$ cat config.mk
export PLATFORM = sky130hd
export DESIGN_NAME = utf8_to_latin1_stream_core
export DESIGN_NICKNAME = d
export VERILOG_FILES = /design/src/rtl/u2l_pkg.sv /design/src/rtl/utf8_to_latin1_stream_core.sv
export VERILOG_INCLUDE_DIRS = /design/src /design/src/rtl
export SDC_FILE = /design/constraint.sdc
export NUM_CORES = 1
export LEC_CHECK = 0
export BUFFER_PORTS_ARGS = -buffer_cell sky130_fd_sc_hd__buf_2
export CAP_MARGIN = 5
export CORE_MARGIN = 2
export CORE_UTILIZATION = 55
export DETAILED_ROUTE_END_ITERATION = 7
export HOLD_SLACK_MARGIN = 0.1
export PLACE_DENSITY = 0.78
export SLEW_MARGIN = 20
export SYNTH_ARGS = -nofsm -noshare
export SYNTH_HDL_FRONTEND = slang
export SYNTH_SLANG_ARGS = --single-unit
$ cat constraint.sdc
create_clock -name clk -period 6.9 [get_ports clk]
set_input_delay 0.69 -clock clk [delete_from_list [all_inputs] [get_ports clk]]
set_output_delay 0.69 -clock clk [all_outputs]
set_load 0.05 [all_outputs]
$ cat src/rtl/utf8_to_latin1_stream_core_assert.svh
// Assertion macros for the UTF-8 to Latin-1 stream core.
// Expect clk and arst_n in the scope of the use.
`ifndef UTF8_TO_LATIN1_STREAM_CORE_ASSERT_SVH
`define UTF8_TO_LATIN1_STREAM_CORE_ASSERT_SVH

// Condition must hold at every edge out of reset.
`define U2L_ASSERT_ALWAYS(lbl, cond) \
	lbl: assert property (@(posedge clk) disable iff (!arst_n) (cond)) \
		else $error("u2l invariant violated");

// Consequent must hold in the cycle after the antecedent.
`define U2L_ASSERT_NEXT(lbl, ante, cons) \
	lbl: assert property (@(posedge clk) disable iff (!arst_n) (ante) |=> (cons)) \
		else $error("u2l sequence check failed");

`endif

$ cat src/rtl/u2l_pkg.sv
// Package for the UTF-8 to Latin-1 stream core: beat types, byte codes
// and the single-byte decode function. No dependencies.
`timescale 1ns / 1ps
`default_nettype none

package u2l_pkg;

	localparam logic [7:0] REPL_RESET = 8'h3F;
	localparam logic [7:0] LEAD_C2    = 8'hC2;
	localparam logic [7:0] LEAD_C3    = 8'hC3;

	typedef struct packed {
		logic [7:0] in_byte;
		logic       in_last;
	} in_beat_t;

	typedef struct packed {
		logic [7:0] out_byte;
		logic       run_final;
		logic       string_end;
	} out_beat_t;

	// Outcome of decoding one byte with no lead pending and no skip active
	typedef struct packed {
		logic       emit;
		logic [7:0] data;
		logic       lead;
		logic       c3;
		logic [1:0] skip;
	} dec_t;

	function automatic logic is_cont(input logic [7:0] b);
		return b[7:6] == 2'b10;
	endfunction

	function automatic dec_t decode(input logic [7:0] b, input logic last,
		input logic [7:0] repl);
		dec_t d;
		d.emit = 1'b1;
		d.data = repl;
		d.lead = 1'b0;
		d.c3   = (b == LEAD_C3);
		d.skip = 2'd0;
		if (!b[7]) begin
			d.data = b;
		end else if (b == LEAD_C2 || b == LEAD_C3) begin
			// a lead on the last byte cannot complete
			if (!last) begin
				d.emit = 1'b0;
				d.lead = 1'b1;
			end
		end else if (b[7:5] == 3'b110) begin
			d.skip = 2'd1;
		end else if (b[7:4] == 4'b1110) begin
			d.skip = 2'd2;
		end else if (b[7:3] == 5'b11110) begin
			d.skip = 2'd3;
		end
		return d;
	endfunction

endpackage

`default_nettype wire

$ cat src/rtl/utf8_to_latin1_stream_core.sv
// UTF-8 to ISO-8859-1 stream transcoder, top level.
// Depends on u2l_pkg and utf8_to_latin1_stream_core_assert.svh.
//
// Usage:
//   Input channel in_valid/in_ready/in_data carries one UTF-8 byte per beat
//   plus a last flag for the final byte of a string. Output channel
//   out_valid/out_ready/out_data carries one Latin-1 byte per beat, with
//   run_final on the last beat caused by an input byte and string_end when
//   that byte carried the last flag. An input byte causes zero, one or two
//   output beats.
//   cfg_we/cfg_data write the replacement byte (reset value '?'); write it
//   only while the block is idle.
//   An input beat reaches its first output beat through one input register,
//   then decode into a two-entry result queue.
//   Throughput is one input byte per cycle; a byte with two beats stalls the
//   input only when the queue still holds a beat after the pop.
//   When the receiver stalls, the queue fills and in_ready drops once the
//   input register cannot drain; nothing is lost.
//   Reset clears the decoder state, the queue and the input register, and
//   restores the replacement byte.
`timescale 1ns / 1ps
`default_nettype none
`include "utf8_to_latin1_stream_core_assert.svh"

module utf8_to_latin1_stream_core (
	input  wire logic               clk,
	input  wire logic               arst_n,
	input  wire logic               in_valid,
	output logic                    in_ready,
	input  wire u2l_pkg::in_beat_t  in_data,
	output logic                    out_valid,
	input  wire logic               out_ready,
	output u2l_pkg::out_beat_t      out_data,
	input  wire logic               cfg_we,
	input  wire logic [7:0]         cfg_data
);

	logic               valid_s1;
	u2l_pkg::in_beat_t  beat_s1;
	logic [7:0]         repl_q;
	logic               lead_pending_q;
	logic               lead_c3_q;
	logic [1:0]         skip_q;
	u2l_pkg::out_beat_t fifo0_q, fifo1_q;
	logic [1:0]         cnt_q;

	logic               s1_fire, pop, fits;
	logic [1:0]         n_res;
	u2l_pkg::out_beat_t r0, r1;
	logic               lead_nxt, c3_nxt;
	logic [1:0]         skip_nxt;
	u2l_pkg::dec_t      dec;
	logic [1:0]         ac;
	u2l_pkg::out_beat_t a0, a1, nxt0, nxt1;
	logic [2:0]         fill;

	// Hold replacement byte
	always_ff @(posedge clk or negedge arst_n) begin
		if (!arst_n) begin
			repl_q <= u2l_pkg::REPL_RESET;
		end else if (cfg_we) begin
			repl_q <= cfg_data;
		end
	end

	// Input register: load when empty or draining
	assign in_ready = !valid_s1 || s1_fire;

	always_ff @(posedge clk or negedge arst_n) begin
		if (!arst_n) begin
			valid_s1 <= 1'b0;
		end else if (in_ready) begin
			valid_s1 <= in_valid;
		end
	end

	always_ff @(posedge clk) begin
		if (in_ready && in_valid) begin
			beat_s1 <= in_data;
		end
	end

	// Decode the registered byte against the sequence state
	always_comb begin
		logic [7:0] b;
		logic       last;
		b        = beat_s1.in_byte;
		last     = beat_s1.in_last;
		dec      = u2l_pkg::decode(b, last, repl_q);
		n_res    = 2'd0;
		r0       = '{out_byte: repl_q, run_final: 1'b1, string_end: last};
		r1       = '{out_byte: dec.data, run_final: 1'b1, string_end: last};
		lead_nxt = dec.lead;
		c3_nxt   = dec.c3;
		skip_nxt = dec.skip;
		if (lead_pending_q) begin
			if (u2l_pkg::is_cont(b)) begin
				n_res       = 2'd1;
				r0.out_byte = {1'b1, lead_c3_q, b[5:0]};
				lead_nxt    = 1'b0;
				c3_nxt      = lead_c3_q;
				skip_nxt    = 2'd0;
			end else if (dec.emit) begin
				// replacement for the orphan lead, then the new byte
				n_res        = 2'd2;
				r0.run_final = 1'b0;
			end else begin
				n_res = 2'd1;
			end
		end else if (skip_q != 2'd0 && u2l_pkg::is_cont(b)) begin
			// swallow continuation byte
			n_res    = 2'd0;
			lead_nxt = 1'b0;
			c3_nxt   = lead_c3_q;
			skip_nxt = skip_q - 2'd1;
		end else begin
			n_res       = {1'b0, dec.emit};
			r0.out_byte = dec.data;
		end
		if (last) begin
			lead_nxt = 1'b0;
			c3_nxt   = 1'b0;
			skip_nxt = 2'd0;
		end
	end

	// Advance decoder state on each consumed byte
	always_ff @(posedge clk or negedge arst_n) begin
		if (!arst_n) begin
			lead_pending_q <= 1'b0;
			lead_c3_q      <= 1'b0;
			skip_q         <= 2'd0;
		end else if (s1_fire) begin
			lead_pending_q <= lead_nxt;
			lead_c3_q      <= c3_nxt;
			skip_q         <= skip_nxt;
		end
	end

	// Result queue: pop head, then append this byte's results if they fit
	assign out_valid = cnt_q != 2'd0;
	assign out_data  = fifo0_q;
	assign pop       = out_valid && out_ready;

	always_comb begin
		if (pop) begin
			a0 = fifo1_q;
			a1 = fifo1_q;
			ac = cnt_q - 2'd1;
		end else begin
			a0 = fifo0_q;
			a1 = fifo1_q;
			ac = cnt_q;
		end
		fill    = {1'b0, ac} + {1'b0, n_res};
		fits    = fill <= 3'd2;
		s1_fire = valid_s1 && fits;
		nxt0    = a0;
		nxt1    = a1;
		if (s1_fire) begin
			case (ac)
				2'd0: begin
					nxt0 = r0;
					nxt1 = r1;
				end
				2'd1: begin
					nxt1 = r0;
				end
				default: begin
				end
			endcase
		end
	end

	always_ff @(posedge clk or negedge arst_n) begin
		if (!arst_n) begin
			cnt_q <= 2'd0;
		end else begin
			cnt_q <= s1_fire ? fill[1:0] : ac;
		end
	end

	always_ff @(posedge clk) begin
		fifo0_q <= nxt0;
		fifo1_q <= nxt1;
	end

	// Checks
	`U2L_ASSERT_ALWAYS(a_cnt_range, cnt_q <= 2'd2)
	`U2L_ASSERT_ALWAYS(a_lead_skip_excl, !(lead_pending_q && skip_q != 2'd0))
	`U2L_ASSERT_ALWAYS(a_pair_held, !(out_valid && !out_data.run_final) || cnt_q == 2'd2)
	`U2L_ASSERT_NEXT(a_last_clears, s1_fire && beat_s1.in_last, !lead_pending_q && skip_q == 2'd0)

endmodule

`default_nettype wire
Word level (Yosys, flattened, before mapping). Cells that the tools add are included.

Flip-flop bits (word level): 44. Output and inout port bits: 12.

Add/subtract/negate cells: 3. Order comparisons: 1. Equal/unequal tests: 9. Mux-type cells: 39. Reduce and logical (&&, ||, !) cells: 13.

Operators with widths (count): $mux W8 (4); $mux W10 (3); $mux W2 (14); $pmux W10 S2 (1); $mux W1 (17); $eq A8 B8 Y1 const B (2); $ne A3 B3 Y1 const B (2); $reduce_bool A2 Y1 (3); $eq A5 B5 Y1 const B (1); $eq A4 B4 Y1 const B (1); $logic_and A1 B1 Y1 (4); $sub A2 B1 Y2 const B (2); $add A2 B2 Y3 (1); $eq A3 B3 Y1 const B (1); $le A3 B2 Y1 const B (1); $reduce_and A3 Y1 (1); $eq A2 B1 Y1 const B (1); $eq A2 B2 Y1 const B (1); $logic_not A2 Y1 (1); $logic_or A1 B1 Y1 (2); $reduce_and A2 Y1 (1); $logic_not A1 Y1 (1).

Longest topological paths before layout.
Word-level depth: 12. Gate-level depth with buffers: 12. Gate-level depth less buffers: 10.

Worst setup path after synthesis. OpenSTA, ideal clock, no wires.

Path kind: register to register. Start point: register beat_s1[5] (netlist bit). End point: register fifo1_q, in the netlist a1[0], enable pin. Arrival time: 3630 ps. Setup slack: 2877 ps. Cell stages (with the launch flop): 11. Path buffers: 1. Period minus slack after synthesis: 4023 ps. Cell sequence: edfxtp_1 -> or4b_4 -> or4_4 -> and3_4 -> a21oi_1 -> ha_1 -> inv_1 -> fa_1 -> o211ai_1 -> clkbuf_1 -> a211oi_1.

Word-level cells in the longest chain between the ends: 11. Elaborated cells between the ends (all ways): 13. Those cells by class: add/sub: 1; order compare: 1; eq/ne: 2; mux: 6; reduce/logical: 3.

RTL lines: from (decl) (RTL line utf8_to_latin1_stream_core.sv:39) `u2l_pkg::in_beat_t beat_s1;`; from (signal assigned) (RTL line utf8_to_latin1_stream_core.sv:79) `beat_s1 <= in_data;`; $eq A8 B8 Y1 (RTL line u2l_pkg.sv:46) `end else if (b == LEAD_C2 || b == LEAD_C3) begin`; $logic_or A1 B1 Y1 * (RTL line u2l_pkg.sv:46); $mux W1 * (RTL line u2l_pkg.sv:46); $mux W1 * (RTL line u2l_pkg.sv:44) `if (!b[7]) begin`; $mux W2 (RTL line utf8_to_latin1_stream_core.sv:103) `end else if (dec.emit) begin`; $mux W2 (RTL line utf8_to_latin1_stream_core.sv:97) `if (u2l_pkg::is_cont(b)) begin`; $mux W2 * (RTL line utf8_to_latin1_stream_core.sv:96) `if (lead_pending_q) begin`; $add A2 B2 Y3 * (RTL line utf8_to_latin1_stream_core.sv:155) `fill = {1'b0, ac} + {1'b0, n_res};`; $le A3 B2 Y1 * (RTL line utf8_to_latin1_stream_core.sv:156) `fits = fill <= 3'd2;`; $logic_and A1 B1 Y1 * (RTL line utf8_to_latin1_stream_core.sv:157) `s1_fire = valid_s1 && fits;`; $reduce_and A2 Y1 (no source line) *; to (signal assigned) (RTL line utf8_to_latin1_stream_core.sv:185) `fifo1_q <= nxt1;`; to (decl) (RTL line utf8_to_latin1_stream_core.sv:44) `u2l_pkg::out_beat_t fifo0_q, fifo1_q;`.

Mark *: on every way between the ends. The rest lies on a longest branch, timed or not. A chain may end at the register's enable or synchronous reset.

==> results.cfg <==
[detailed_routing]
first_pass_iters = 4
drcViolationCount = 0
routedWlPerCell_um = 15.6
viasPerCell = 5.38
ant_nets = 0
dr_wl_met3_um = 143
wl_um = 3850
top_layer = met4
wl_met1_um = 1690
met2_length_um = 1950
vias = 1328
drt_iter0_markers = 57

[die]
fp.dieArea_um2 = 4290
initial_core_util = 0.572
io-pin-count = 34
fp.coreArea_um2 = 3630
die_w_um = 65.5
dieHeight_um = 65.5
row_count = 22

[sta]
min_period_over_period = 0.606
fmaxAchievable_ghz = 0.239
rsz0062_at_grt = false
period_minus_slack_ns = 4.18
tightest_slew_ns = 0.950
slew_headroom = 0.364
hold_violations = 0
setup_tns_ns = 0
finClkSkew_ns = 0.00630
slew_viol_final = 0
setup_viol = 0

[logic_synthesis]
synth_nets = 190
yosys_warnings = 0
syn_inst = 164
ys_seq_elements = 44
synth_edf_count = 19
syn_area_um2 = 2080
ys_seq_area_frac = 0.555
syn_area_per_cell_um2 = 12.7
synth.distinct_cells = 36
synth_ff_type = edfxtp_1
synthArstFlopShare = 0.341

[final_layout]
fin_area_um2 = 2400
antenna_cells = 0
fin_util = 0.659
multi_input_area_um2 = 861
fillers = 302
final_common_cell = buf_2
area_growth_pct = 15.3
drive_gt1_frac = 0.347
seq_area_um2 = 1150
final_cell_mix = buf_2, mux2i_1, edfxtp_1
layout.cells.non_filler = 247
nets = 224

[placed_design]
hpwl_um = 2990
dpl_cell_area_um2 = 2280
portBuffers = 33
gp_congestion = 0.796
dp_cells = 239

[clock_tree]
postCtsSetupBuffers = 0
clock_latency_ns = 0.29
cts_buffer_depth = 2
cts_sinks = 44
htreeDepth = 2
cts_tree = done
cts-root-buf = clkbuf_8
clk_pin_slew_ns = 0.08
cts_buffers = 5
cts-hold-fix-buffers = 0
cts_resized = 0

[worst_setup_path]
timing_worst_setup_path_type = reg2reg
crit_fanout = 12
crit_path_end_kind = flop
worstSetupStartpointType = flop
arrival_ns = 4.37
required_ns = 7.08

[power_and_ir_drop]
ir_drop_mv = 0.361
switching_share = 0.424
p_sw_uw = 539
total_power_mw = 1.27
clock_power_share = 0.150
p_comb_frac = 0.482
p_seq_frac = 0.368
p_int_uw = 732
cellPowerDensity_nw_per_um2 = 530
leakage_nw = 0.983

[hold_path]
hold_path_class = in2async

[grt]
antenna_found_initial = 0
grt_pass1_wl_um = 6400
track_usage = 0.204
grt_overflow = 0
grt_max_degree = 16
grt_pass1_vias = 1349

[status]
status = finished, final reports clean

[run]
maxCapViolCount = 0
[metrics by stage]
step | hold WS, ns | worst slack [ns]
2_1_floorplan | 0.394 | 2.88
3_5_place_dp | 0.494 | 2.19
5_1_grt | 0.313 | 2.48
6_report | 0.295 | 2.72
4_1_cts | 0.298 | 2.24
3_3_place_gp | 0.474 | 2.40
[layout make-up]
type	instances	area share
Inverter	11	0.0172
Clock buffer	6	0.0303
Clock inverter	2	0.0146
Timing Repair Buffer	34	0.0721
Tap cell	48	0.0251
Multi-Input combinational cell	102	0.359
Sequential cell	44	0.481
[flip-flops by register name, summed over array words and instances, names as in the netlist]
signal	cells
skip_q	2
valid_s1	1
lead_c3_q	1
lead_pending_q	1
repl_q	8
beat_s1	9
cnt_q	2
out_data	10
a1	10
[cell usage after synthesis (4+ instances only)]
cell       n  share of area
a21oi_1    7          0.017
mux2_2    17          0.092
o21ai_0    4         0.0096
clkbuf_1   4         0.0072
dfstp_2    6          0.076
mux2i_1   27           0.13
nand2_1   10          0.018
dfxtp_1   10          0.096
edfxtp_1  19           0.27
dfrtp_1    9           0.11
inv_1     11          0.020
[power groups by stage]
stage                     Clock, mW  Sequential [mW]  Combinational (mW)
after floorplan                   0            0.550               0.388
after global placement            0            0.467               0.580
after detailed placement          0            0.473               0.610
after CTS                     0.193            0.468               0.615
after global routing          0.203            0.481               0.669
final                         0.190            0.468               0.613
[logic make-up (layout without fill, tap and decap cells)]
group / Yosys count / in the layout / share of synthesized area
AOI/OAI and AO/OA: 24 / 24 / 0.0740
buffers and inverters: 18 / 53 / 0.0337
DFF: 44 / 44 / 0.555
adders and majority gates: 4 / 4 / 0.0277
xor gates and xnor gates: 1 / 1 / 0.00422
and+or+nand+nor: 29 / 29 / 0.0831
muxes: 44 / 44 / 0.222
[final timing paths]
path	start	end	slack [ns]	cells after the start
max in group asynchronous	arst_n	repl_q[1]	6.30	1
max	beat_s1[5]	out_data[0]	2.72	10
min reg2reg	lead_c3_q	lead_c3_q	0.54	2
max reg2reg	beat_s1[5]	out_data[0]	2.72	10
min in group clk	lead_c3_q	lead_c3_q	0.54	2
min	arst_n	skip_q[1]	0.29	1
[worst max-delay path, cell delays in order, from the launching register on]
cell and delay [ns]:
edfxtp_1 0.45, or4b_4 0.57, or4_4 0.51, and3_4 0.21, a21oi_1 0.12, ha_1 0.15, inv_1 0.05, fa_1 0.53
o211ai_1 0.39, a21oi_2 0.68, mux2_2 0.41
[routing by layer]
layer  GRT usage  up-vias
met5           0        -
met4      0.0547        0
met3      0.0616        4
met2       0.333       27
met1       0.267      635
li1            -      662
No activity file was read; power rests on OpenSTA's default activity.
